## src/hw/rtl/dsl_pkg.sv

```systemverilog
// ----------------------------------------------------------------------------
// dsl_pkg
// Types, codes and helpers shared by the DDS sweep serial loader modules.
// ----------------------------------------------------------------------------
package dsl_pkg;

  localparam int QueueDepth = 2;

  // request codes
  localparam logic [2:0] REQ_SET   = 3'd0;
  localparam logic [2:0] REQ_START = 3'd1;
  localparam logic [2:0] REQ_TICK  = 3'd2;
  localparam logic [2:0] REQ_PDOWN = 3'd3;
  localparam logic [2:0] REQ_RESET = 3'd4;

  // pin action codes
  localparam logic [1:0] ACT_CLOCK  = 2'd0;
  localparam logic [1:0] ACT_UPDATE = 2'd1;
  localparam logic [1:0] ACT_RESET  = 2'd2;

  // sweep modes
  localparam logic [1:0] MODE_UP     = 2'd0;
  localparam logic [1:0] MODE_DOWN   = 2'd1;
  localparam logic [1:0] MODE_BOUNCE = 2'd2;

  // register indexes
  localparam logic [2:0] REG_LOW  = 3'd0;
  localparam logic [2:0] REG_HIGH = 3'd1;
  localparam logic [2:0] REG_STEP = 3'd2;
  localparam logic [2:0] REG_MODE = 3'd3;

  // final step of each run
  localparam logic [5:0] WORD_LAST  = 6'd40;
  localparam logic [5:0] PDOWN_LAST = 6'd9;
  localparam logic [5:0] RESET_LAST = 6'd43;

  localparam logic [7:0] PDOWN_BYTE = 8'h04;

  // floor(2p/23) as (2p * 713) >> 14, exact for 2p up to 720
  localparam logic [19:0] PHASE_RECIP = 20'd713;
  localparam int          PHASE_SHIFT = 14;
  localparam logic [8:0]  FULL_TURN   = 9'd360;

  typedef enum logic [1:0] {
    CMD_WORD,
    CMD_PDOWN,
    CMD_RESET
  } cmd_kind_t;

  typedef struct packed {
    logic [2:0]  req_type;
    logic [31:0] tuning_word;
    logic [8:0]  phase_deg;
  } req_t;

  typedef struct packed {
    logic [1:0] pin_action;
    logic       data_bit;
    logic       last;
  } pin_t;

  typedef struct packed {
    cmd_kind_t   kind;
    logic [39:0] word;
  } cmd_t;

  function automatic logic [4:0] phase_word(input logic [8:0] deg);
    logic [8:0]  p;
    logic [19:0] prod;
    p    = (deg > FULL_TURN) ? deg - FULL_TURN : deg;
    prod = {10'd0, p, 1'b0} * PHASE_RECIP;
    return prod[PHASE_SHIFT +: 5];
  endfunction

endpackage

```

## src/hw/rtl/dsl_front.sv

```systemverilog
// ----------------------------------------------------------------------------
// dsl_front
// Takes requests, holds the config registers and the sweep engine, and turns
// each set, tick, power-down or reset request into a load command for the serializer queue.
// ----------------------------------------------------------------------------
module dsl_front (
  input  logic          clk,
  input  logic          rst,
  input  logic          req_valid,
  output logic          req_ready,
  input  dsl_pkg::req_t req,
  input  logic          cfg_we,
  input  logic [2:0]    cfg_index,
  input  logic [31:0]   cfg_data,
  input  logic          q_full,
  output logic          push,
  output dsl_pkg::cmd_t cmd
);
  import dsl_pkg::*;

  logic [31:0] sweep_low;
  logic [31:0] sweep_high;
  logic [31:0] sweep_step;
  logic [1:0]  sweep_mode;
  logic [33:0] position;
  logic [33:0] position_next;
  logic        rising;
  logic        rising_next;
  logic        accept;

  logic signed [33:0] lo_s;
  logic signed [33:0] hi_s;
  logic signed [33:0] sum_s;
  logic               go_up;

  assign req_ready = !q_full;
  assign accept    = req_valid && req_ready;

  assign lo_s = $signed({2'b00, sweep_low});
  assign hi_s = $signed({2'b00, sweep_high});

  // one 34-bit add/subtract, then the limit checks
  always_comb begin
    go_up = (sweep_mode == MODE_DOWN) ? 1'b0 :
            (sweep_mode == MODE_BOUNCE) ? rising : 1'b1;
    sum_s = go_up ? $signed(position + {2'b00, sweep_step})
                  : $signed(position - {2'b00, sweep_step});
    position_next = sum_s;
    rising_next   = rising;
    case (sweep_mode)
      MODE_DOWN: begin
        if (sum_s < lo_s) position_next = {2'b00, sweep_high};
      end
      MODE_BOUNCE: begin
        if (sum_s > hi_s || sum_s < lo_s) rising_next = !rising;
      end
      default: begin
        if (sum_s > hi_s) position_next = {2'b00, sweep_low};
      end
    endcase
  end

  always_comb begin
    push = 1'b0;
    cmd  = '{kind: CMD_WORD, word: '0};
    case (req.req_type)
      REQ_SET: begin
        push = accept;
        cmd  = '{kind: CMD_WORD,
                 word: {phase_word(req.phase_deg), 3'b000, req.tuning_word}};
      end
      REQ_TICK: begin
        push = accept;
        cmd  = '{kind: CMD_WORD, word: {8'd0, position[31:0]}};
      end
      REQ_PDOWN: begin
        push = accept;
        cmd  = '{kind: CMD_PDOWN, word: {32'd0, PDOWN_BYTE}};
      end
      REQ_RESET: begin
        push = accept;
        cmd  = '{kind: CMD_RESET, word: '0};
      end
      default: begin
        push = 1'b0;
      end
    endcase
  end

  always_ff @(posedge clk) begin
    if (rst) begin
      sweep_low  <= '0;
      sweep_high <= '1;
      sweep_step <= 32'd1;
      sweep_mode <= MODE_UP;
      position   <= '0;
      rising     <= 1'b1;
    end else begin
      if (cfg_we) begin
        case (cfg_index)
          REG_LOW:  sweep_low  <= cfg_data;
          REG_HIGH: sweep_high <= cfg_data;
          REG_STEP: sweep_step <= cfg_data;
          REG_MODE: sweep_mode <= cfg_data[1:0];
          default: ;
        endcase
      end
      if (accept && req.req_type == REQ_START) begin
        position <= (sweep_mode == MODE_DOWN) ? {2'b00, sweep_high}
                                              : {2'b00, sweep_low};
        rising   <= 1'b1;
      end else if (accept && req.req_type == REQ_TICK) begin
        position <= position_next;
        rising   <= rising_next;
      end
    end
  end

endmodule

```

## src/hw/rtl/dsl_queue.sv

```systemverilog
// ----------------------------------------------------------------------------
// dsl_queue
// Small command FIFO between the request front end and the serializer.
// ----------------------------------------------------------------------------
module dsl_queue #(
  parameter int DEPTH = dsl_pkg::QueueDepth
) (
  input  logic          clk,
  input  logic          rst,
  input  logic          push,
  input  dsl_pkg::cmd_t wdata,
  output logic          full,
  input  logic          pop,
  output logic          empty,
  output dsl_pkg::cmd_t rdata
);
  import dsl_pkg::*;

  localparam int PtrW = (DEPTH > 1) ? $clog2(DEPTH) : 1;
  localparam int CntW = $clog2(DEPTH + 1);
  localparam logic [PtrW-1:0] PtrMax = PtrW'(DEPTH - 1);

  cmd_t            entries [DEPTH];
  logic [PtrW-1:0] wr_ptr;
  logic [PtrW-1:0] rd_ptr;
  logic [CntW-1:0] count;

  assign full  = (count == CntW'(DEPTH));
  assign empty = (count == '0);
  assign rdata = entries[rd_ptr];

  always_ff @(posedge clk) begin
    if (push && !full) entries[wr_ptr] <= wdata;
  end

  always_ff @(posedge clk) begin
    if (rst) begin
      wr_ptr <= '0;
      rd_ptr <= '0;
      count  <= '0;
    end else begin
      if (push && !full) wr_ptr <= (wr_ptr == PtrMax) ? '0 : wr_ptr + 1'b1;
      if (pop && !empty) rd_ptr <= (rd_ptr == PtrMax) ? '0 : rd_ptr + 1'b1;
      case ({push && !full, pop && !empty})
        2'b10:   count <= count + 1'b1;
        2'b01:   count <= count - 1'b1;
        default: count <= count;
      endcase
    end
  end

endmodule

```

## src/hw/rtl/dsl_back.sv

```systemverilog
// ----------------------------------------------------------------------------
// dsl_back
// Serializer: walks one command through its run of pin actions, one action
// per cycle while the pin channel accepts, into a registered output stage.
// ----------------------------------------------------------------------------
module dsl_back (
  input  logic          clk,
  input  logic          rst,
  input  logic          q_empty,
  input  dsl_pkg::cmd_t q_data,
  output logic          q_pop,
  output logic          pin_valid,
  input  logic          pin_ready,
  output dsl_pkg::pin_t pin
);
  import dsl_pkg::*;

  logic        busy;
  cmd_kind_t   kind;
  logic [5:0]  step;
  logic [39:0] sreg;
  logic        adv;
  logic [1:0]  act;
  logic        is_last;

  assign q_pop = !busy && !q_empty;
  assign adv   = !pin_valid || pin_ready;

  always_comb begin
    act     = ACT_CLOCK;
    is_last = 1'b0;
    case (kind)
      CMD_WORD: begin
        is_last = (step == WORD_LAST);
        act     = is_last ? ACT_UPDATE : ACT_CLOCK;
      end
      CMD_PDOWN: begin
        is_last = (step == PDOWN_LAST);
        act     = (is_last || step == '0) ? ACT_UPDATE : ACT_CLOCK;
      end
      CMD_RESET: begin
        is_last = (step == RESET_LAST);
        // opener clock, reset pulse, update, then a zero word and update
        if (step == 6'd1) act = ACT_RESET;
        else if (step == 6'd2 || is_last) act = ACT_UPDATE;
        else act = ACT_CLOCK;
      end
      default: begin
        is_last = 1'b1;
      end
    endcase
  end

  always_ff @(posedge clk) begin
    if (adv && busy) begin
      pin.pin_action <= act;
      pin.data_bit   <= (act == ACT_CLOCK) ? sreg[0] : 1'b0;
      pin.last       <= is_last;
    end
    if (q_pop) begin
      kind <= q_data.kind;
      sreg <= q_data.word;
      step <= '0;
    end else if (adv && busy) begin
      step <= step + 1'b1;
      // reset runs carry an all-zero word, so the opener clock may shift too
      if (act == ACT_CLOCK) sreg <= {1'b0, sreg[39:1]};
    end
  end

  always_ff @(posedge clk) begin
    if (rst) begin
      busy      <= 1'b0;
      pin_valid <= 1'b0;
    end else begin
      if (adv) pin_valid <= busy;
      if (q_pop) busy <= 1'b1;
      else if (adv && busy && is_last) busy <= 1'b0;
    end
  end

endmodule

```

## src/hw/rtl/dds_sweep_serial_loader.sv

```systemverilog
// ----------------------------------------------------------------------------
// dds_sweep_serial_loader
// Turns set, sweep, power-down and chip-reset requests into a stream of
// serial pin actions for a DDS chip's load interface.
// ----------------------------------------------------------------------------
// Usage:
//   req channel (valid/ready) carries one request; pin channel (valid/ready)
//   carries one pin action per transfer, last marks the end of a run.
//   Config writes (cfg_we/cfg_index/cfg_data) take effect next cycle and
//   should only be issued while no run is pending.
//   Set and sweep tick give 41 actions, power down 10, chip reset 44; sweep
//   start and unused codes give none.
//   The first action of a run passes through the command queue, the
//   serializer's command load and its registered pin output stage.
//   The serializer emits one action per cycle while pin_ready is high; the
//   pin output goes idle between runs while the next command is loaded, so
//   a new run starts only after the last one is through.
//   A command queue of QUEUE_DEPTH entries lets requests be taken while the
//   serializer is still busy; req_ready drops when it is full.
//   Reset clears the queue, the sweep engine and the registers to defaults.
//   When pin_ready is low the current action holds and the run pauses.
// ----------------------------------------------------------------------------
module dds_sweep_serial_loader #(
  parameter int QUEUE_DEPTH = dsl_pkg::QueueDepth
) (
  input  logic          clk,
  input  logic          rst,
  input  logic          req_valid,
  output logic          req_ready,
  input  dsl_pkg::req_t req,
  output logic          pin_valid,
  input  logic          pin_ready,
  output dsl_pkg::pin_t pin,
  input  logic          cfg_we,
  input  logic [2:0]    cfg_index,
  input  logic [31:0]   cfg_data
);
  import dsl_pkg::*;

  logic push;
  logic q_full;
  logic q_empty;
  logic q_pop;
  cmd_t cmd_in;
  cmd_t cmd_out;

  dsl_front u_front (
    .clk       (clk),
    .rst       (rst),
    .req_valid (req_valid),
    .req_ready (req_ready),
    .req       (req),
    .cfg_we    (cfg_we),
    .cfg_index (cfg_index),
    .cfg_data  (cfg_data),
    .q_full    (q_full),
    .push      (push),
    .cmd       (cmd_in)
  );

  dsl_queue #(
    .DEPTH (QUEUE_DEPTH)
  ) u_queue (
    .clk   (clk),
    .rst   (rst),
    .push  (push),
    .wdata (cmd_in),
    .full  (q_full),
    .pop   (q_pop),
    .empty (q_empty),
    .rdata (cmd_out)
  );

  dsl_back u_back (
    .clk       (clk),
    .rst       (rst),
    .q_empty   (q_empty),
    .q_data    (cmd_out),
    .q_pop     (q_pop),
    .pin_valid (pin_valid),
    .pin_ready (pin_ready),
    .pin       (pin)
  );

endmodule
```

## config.mk

```make
export PLATFORM = sky130hd
export DESIGN_NAME = dds_sweep_serial_loader
export DESIGN_NICKNAME = d
export VERILOG_FILES = /design/src/hw/rtl/dsl_pkg.sv /design/src/hw/rtl/dsl_front.sv /design/src/hw/rtl/dsl_queue.sv /design/src/hw/rtl/dsl_back.sv /design/src/hw/rtl/dds_sweep_serial_loader.sv
export SDC_FILE = /design/constraint.sdc
export NUM_CORES = 1
export LEC_CHECK = 0
export ABC_CLOCK_PERIOD_IN_PS = 6500
export BUFFER_PORTS_ARGS = -buffer_cell sky130_fd_sc_hd__buf_2
export CORE_UTILIZATION = 50
export CTS_CLUSTER_SIZE = 30
export DETAILED_ROUTE_END_ITERATION = 7
export HOLD_SLACK_MARGIN = 0.15
export PLACE_DENSITY = 0.8
export SYNTH_ARGS = -nofsm -noshare
export SYNTH_HDL_FRONTEND = slang
export SYNTH_SLANG_ARGS = --single-unit
```

## constraint.sdc

```tcl
create_clock -name clk -period 6.5 [get_ports clk]
set_input_delay 0.65 -clock clk [delete_from_list [all_inputs] [get_ports clk]]
set_output_delay 0.65 -clock clk [all_outputs]
set_load 0.02 [all_outputs]
```

After elaboration in Yosys (flattened, before gate mapping)
Memory sizes are Yosys's and may differ from the RTL's. A register that Yosys moved wholly into a read port is not among the register bits.
Index checks and enable logic that the tools add are counted.
{"block": "totals", "in_bits": 84, "ramBits": 84, "mem_count": 1, "reg_bits": 191, "out_inout_bits": 6, "word_cells": 115}
{"memory": "u_queue.entries", "words": 2, "width": 42, "read_ports": 1, "rd_ports_with_merged_regs": 1, "write_ports": 1, "line_no": "dsl_queue.sv:23", "rtl": "cmd_t entries [DEPTH];"}
{"block": "op_classes", "muxes": 30, "n_reduce_logical": 36, "order_cmp": 3, "n_mul": 1, "n_eq_ne": 19, "add_sub_neg": 8}
{"operator": "$mux W34", "count": 5}
{"operator": "$pmux W42 S4", "count": 1}
{"operator": "$mux W40", "count": 3}
{"operator": "$pmux W34 S2", "count": 1}
{"operator": "$add A34 B32 Y34", "count": 1}
{"operator": "$gt A34 B33 Y1", "count": 1}
{"operator": "$lt A34 B33 Y1", "count": 1}
{"operator": "$sub A34 B32 Y34", "count": 1}
{"operator": "$mux W32", "count": 1}
{"operator": "$mul A9 B10 Y18 const B", "count": 1}
{"operator": "$mux W1", "count": 14}
{"operator": "$eq A3 B2 Y1 const B", "count": 4}
{"operator": "$eq A6 B6 Y1 const B", "count": 2}
{"operator": "$reduce_and A2 Y1", "count": 5}
{"operator": "$reduce_bool A2 Y1", "count": 5}
{"operator": "$gt A9 B9 Y1 const B", "count": 1}
{"operator": "$mux W9", "count": 1}
{"operator": "$sub A9 B9 Y9 const B", "count": 1}
{"operator": "$eq A2 B2 Y1 const B", "count": 4}
{"operator": "$logic_and A1 B1 Y1", "count": 8}
{"operator": "$add A6 B1 Y6 const B", "count": 1}
{"operator": "$eq A2 B1 Y1 const B", "count": 3}
{"operator": "$eq A3 B1 Y1 const B", "count": 2}
{"operator": "$eq A6 B1 Y1 const B", "count": 1}
{"operator": "18 further kinds", "count": 29}

Longest topological paths before layout
{"block": "logic_depth", "ltp_word": 9, "depth_mapped": 34, "depth_no_buf": 31}

Modules after synthesis
From an unflattened synthesis, not the netlist that was laid out.
{"block": "hier_totals", "hier_cells": 1890, "hier_area_um2": 17744.5}
{"mod": "dsl_front", "seq_area_each_um2": 2662.6, "cells_each": 1578, "area_each_um2": 12105.4, "instances": 1}
{"mod": "dsl_queue", "seq_area_each_um2": 2622.5, "cells_each": 157, "area_each_um2": 3243.1, "instances": 1}
{"mod": "dsl_back", "seq_area_each_um2": 1541.5, "cells_each": 155, "area_each_um2": 2396.0, "instances": 1}

Worst setup path after synthesis
OpenSTA, ideal clock, no wires.
{"block": "synth_timing", "kind": "flip-flop to flip-flop", "from": "register u_front.sweep_step[10]", "to": "register u_front.position[22]", "setup_ns": 0.137, "t_arrival_ns": 6.719, "path_buffers": 3, "stages_incl_launch_ff": 29, "slack_ns": -0.356, "path_cell_list": "dfxtp_1 -> or4_1 -> or2_2 -> or2_2 -> o41ai_1 -> xnor2_1 -> ha_1 -> clkbuf_1 -> nand2_1 -> nor2_1 -> a221o_1 -> a211o_1 -> a2111o_1 -> xor2_1 -> ha_1 -> nand4_1 -> nor2_1 -> nand2_1 -> or4_1 -> a21oi_1 -> o2111ai_1 -> and4_1 -> ha_1 -> inv_1 -> clkbuf_1 -> clkbuf_1 -> mux2_2 -> a221oi_1 -> a211oi_1"}
{"block": "synth_via", "elab_chain_cells": 7}
{"item": "start, declared", "line_no": "dsl_front.sv:23", "rtl": "logic [31:0] sweep_step;"}
{"item": "start signal, assigned", "line_no": "dsl_front.sv:103", "rtl": "REG_STEP: sweep_step <= cfg_data;"}
{"item": "$sub A34 B32 Y34 or $add A34 B32 Y34 (tied branches)", "line_no": "dsl_front.sv:47, dsl_front.sv:46"}
{"item": "$mux W34 *", "line_no": "dsl_front.sv:46", "rtl": "sum_s = go_up ? $signed(position + {2'b00, sweep_step})"}
{"item": "$gt A34 B33 Y1 or $lt A34 B33 Y1 (tied branches)", "line_no": "dsl_front.sv:58, dsl_front.sv:52"}
{"item": "$mux W34, on equally long branches", "line_no": "dsl_front.sv:58, dsl_front.sv:52"}
{"item": "$pmux W34 S2 *", "line_no": "dsl_front.sv:50", "rtl": "case (sweep_mode)"}
{"item": "$mux W34 *", "line_no": "dsl_front.sv:112", "rtl": "end else if (accept && req.req_type == REQ_TICK) begin"}
{"item": "$mux W34 *", "line_no": "dsl_front.sv:108", "rtl": "if (accept && req.req_type == REQ_START) begin"}
{"item": "end signal, assigned", "line_no": "dsl_front.sv:109", "rtl": "position <= (sweep_mode == MODE_DOWN) ? {2'b00, sweep_high}"}
{"item": "end signal, assigned", "line_no": "dsl_front.sv:113", "rtl": "position <= position_next;"}
{"item": "end, declared", "line_no": "dsl_front.sv:25", "rtl": "logic [33:0] position;"}
Every way passes the cells marked *; elsewhere a longest branch is shown, timed or not. The select of a mux whose other input is x is not followed.
A chain may end at the register's enable or synchronous reset.

Worst setup path in the final report
{"block": "layout_timing", "from": "register u_front.sweep_step[13]", "to": "register u_front.position[15]"}
Same word-level chain as after synthesis.

==> metrics.txt <==
# DRC 0; Ant. Diodes 0; fill count 2,763; Final Cycle Share 1.00; Worst-Margin Slew 1280 ps; via/cell ratio 6.11; post-layout net count ~2.3k; synth warn 0; Peak supply drop about 240 uV; post-synth net total 2,136; final critical-path required period around 6500 ps; Reg2Reg Depth 32; Final WS setup -3.54 ps; # hold bufs at CTS 0; RSZ-0062 raised after global routing yes; first-pass GRT wire length 80,600 um; synthesized area per cell 9.13 sq um; CTS Sinks between 200 and 300; clock skew 18.7 ps; CP max stage cell or4_4; Layout area overhead 19.3%; required time of the critical path around 7000 ps; Place WS -376 ps; CTS buffer count 29; core area 33,700 sq um; Pre-antenna DRT Iters 7; ys flop type dfxtp_1; PwrDens 296 nW/um^2; Synth Cell Area 17,200 sq um; global route overflow 0; GPL Wtd Cong roughly 1; crit-path max FO 4; via count approximately 15k; CP Capture Type flip-flop; Root Driver clkbuf_16; Hold Crit Class in2reg; Setup Viol. Count Final 1; port buffer count 89; max incr delay on CP 540 ps; die height 187 um; number of flops mapped to enable cells by yosys 124; CTS tree done; largest net degree at the start of global routing 79; die area 35,100 sq um; Critical Path Most Common Cell a21o_1; DRT Wirelength 51,600 um; register area share after synthesis 0.387; die width 187 um; Rel. slew slack 0.144; clk slew on worst S/H paths 60 ps; post-synthesis async set-or-reset flop share 0; Clock H-tree levels 1; Worst Path Arrival 7010 ps; MaxCap Viol Count 0; initial antenna violation count 1; Rows 67; Fmax 0.154 GHz; Unique masters post-synth 70; FF+latch area 6650 sq um; Lkg Pwr 8.74 nW; failing checks negative setup slack; initial core utilization 0.510; Startpoint Class flip-flop; hold path depth 3; DR WL/cell 20.4 um; Synth Register Bits 270; io pins 90; Clk Latency, worst-skew pair 580 ps; final setup TNS -3.54 ps; post-route ant nets 0; dpl hpwl roughly 37,000 um; Slew Limit Fails 0; critical path class reg2reg; vias in the first global route between 15k and 20k; Iter 0 DRT Violations around 1.5k; status finished, violations left; clock buffer depth 3; total power 6.06 mW; area of the multi-input gates approximately 10,000 sq um; layout cells sized above 1 0.195; final hold vios 0; total global-route track usage 0.287; Syn Inst Count 1,883
==> cells in the mapped netlist (all sizes together) (21+ instances only) <==
cell	count	area, sq um
mux2i	89	891
nor3	23	115
dfxtp	146	2920
a221oi	22	193
xor2	28	245
o211ai	37	278
a22o	31	272
nand2	270	1010
o21ai	122	611
clkbuf	87	327
edfxtp	124	3720
inv	134	503
a21o	47	353
nand4	21	131
ha	156	1950
a21oi	177	886
nor2	61	229
xnor2	43	377
==> area by class of cell <==
class	count	area share
well taps	448	0.0273
multi-input cells	1373	0.489
repair buffers	250	0.0849
clock inverters	13	0.00970
flip-flops and latches	270	0.324
inverters	136	0.0249
clock buffers	41	0.0400
==> per-stage QoR <==
step / hold WS [ps] / utilization / area, sq um / instances
finish: 332 / 0.609 / 20500 / 2531
global placement: 466 / 0.562 / 18900 / 2457
detailed placement: 470 / 0.562 / 18900 / 2457
floorplan: 436 / - / 17200 / 1883
CTS: 320 / 0.599 / 20200 / 2523
global route: 341 / 0.609 / 20500 / 2531
==> final timing paths <==
path / from / to / slack, ps
max reg2reg: u_front.sweep_step[13] / u_front.position[15] / -4
max: u_front.sweep_step[13] / u_front.position[15] / -4
min: cfg_data[21] / u_front.sweep_step[21] / 330
min reg2reg: u_front.sweep_low[30] / u_front.sweep_low[30] / 480
==> where the power goes <==
group / total, mW / leakage [nW] / switching (mW) / internal (mW)
sequential: 2.33 / 2.36 / 0.160 / 2.17
clock: 1.78 / 0.494 / 0.729 / 1.05
combinational: 1.95 / 5.89 / 1.17 / 0.785
==> state kept, by name (all words and copies together), names as in the netlist, named ones only <==
| name | count |
|---|---|
| u_queue.entries | 78 |
| u_front.sweep_step | 32 |
| u_back.pin | 4 |
| u_queue.rd_ptr | 1 |
| u_back.pin_valid | 1 |
| u_front.sweep_low | 32 |
| u_back.kind | 2 |
| u_front.rising | 1 |
| u_back.step | 6 |
| u_queue.count | 2 |
| u_back.busy | 1 |
| u_front.position | 34 |
| u_front.sweep_high | 32 |
| u_queue.wr_ptr | 1 |
| u_front.sweep_mode | 2 |
| u_back.sreg | 40 |
==> layer usage <==
metal | track usage | routed length [um] | vias up
met1 | 0.373 | 21100 | 7395
li1 | - | - | 7203
met3 | 0.0452 | 4410 | 144
met4 | 0.108 | 1880 | 2
met5 | 0 | 19 | -
met2 | 0.480 | 24100 | 719
==> repair_timing <==
item                                    4_1_cts  5_1_grt
pin swaps                                    30       61
gates resized for setup                      34       69
endpoints found under the setup margin       34       34
setup buffers                                12        8
==> critical path, delay by kind of cell, from the launching register on <==
kind | cells | cell delay, ps
XOR/XNOR | 2 | 280
flip-flops | 1 | 320
AND/OR/NAND/NOR | 9 | 1880
buffers and inverters | 5 | 680
adder cells (fa/ha/maj) | 3 | 760
AO/OA/AOI/OAI | 13 | 2530
==> kinds of logic after synthesis <==
family	after synthesis	synth area share
adder cells (fa/ha/maj)	169	0.129
buffers and inverters	240	0.0547
multiplexers	101	0.0597
flip-flops	270	0.387
XOR/XNOR	71	0.0362
AO/OA/AOI/OAI	551	0.206
AND/OR/NAND/NOR	481	0.128
==> placed cells by master (no fill, tap or decap), types with 7 or more instances in the layout <==
cell type | Yosys | layout
dfxtp_1 | 146 | 143
ha_1 | 156 | 151
a31oi_1 | 11 | 11
xor2_1 | 28 | 27
xnor2_1 | 43 | 39
buf_2 | 0 | 88
o21ai_0 | 121 | 106
a21o_1 | 47 | 47
inv_1 | 134 | 133
mux2_2 | 12 | 12
a21oi_2 | 0 | 14
o22ai_1 | 10 | 10
buf_4 | 2 | 151
nand4_1 | 21 | 21
and2_1 | 10 | 9
o21ai_1 | 1 | 11
edfxtp_1 | 124 | 124
nor3_1 | 23 | 17
o211ai_1 | 37 | 37
clkbuf_16 | 0 | 29
a22o_1 | 31 | 31
or3_1 | 11 | 11
nand3_1 | 13 | 11
clkbuf_1 | 87 | 7
fa_1 | 13 | 12
and4_1 | 10 | 8
nand2b_1 | 16 | 16
and3_1 | 9 | 9
nor2_1 | 61 | 52
a211oi_1 | 17 | 17
a221oi_1 | 22 | 17
a21oi_1 | 177 | 163
nand2_1 | 270 | 266
mux2i_1 | 89 | 89
(Power assumes the default switching activity.)
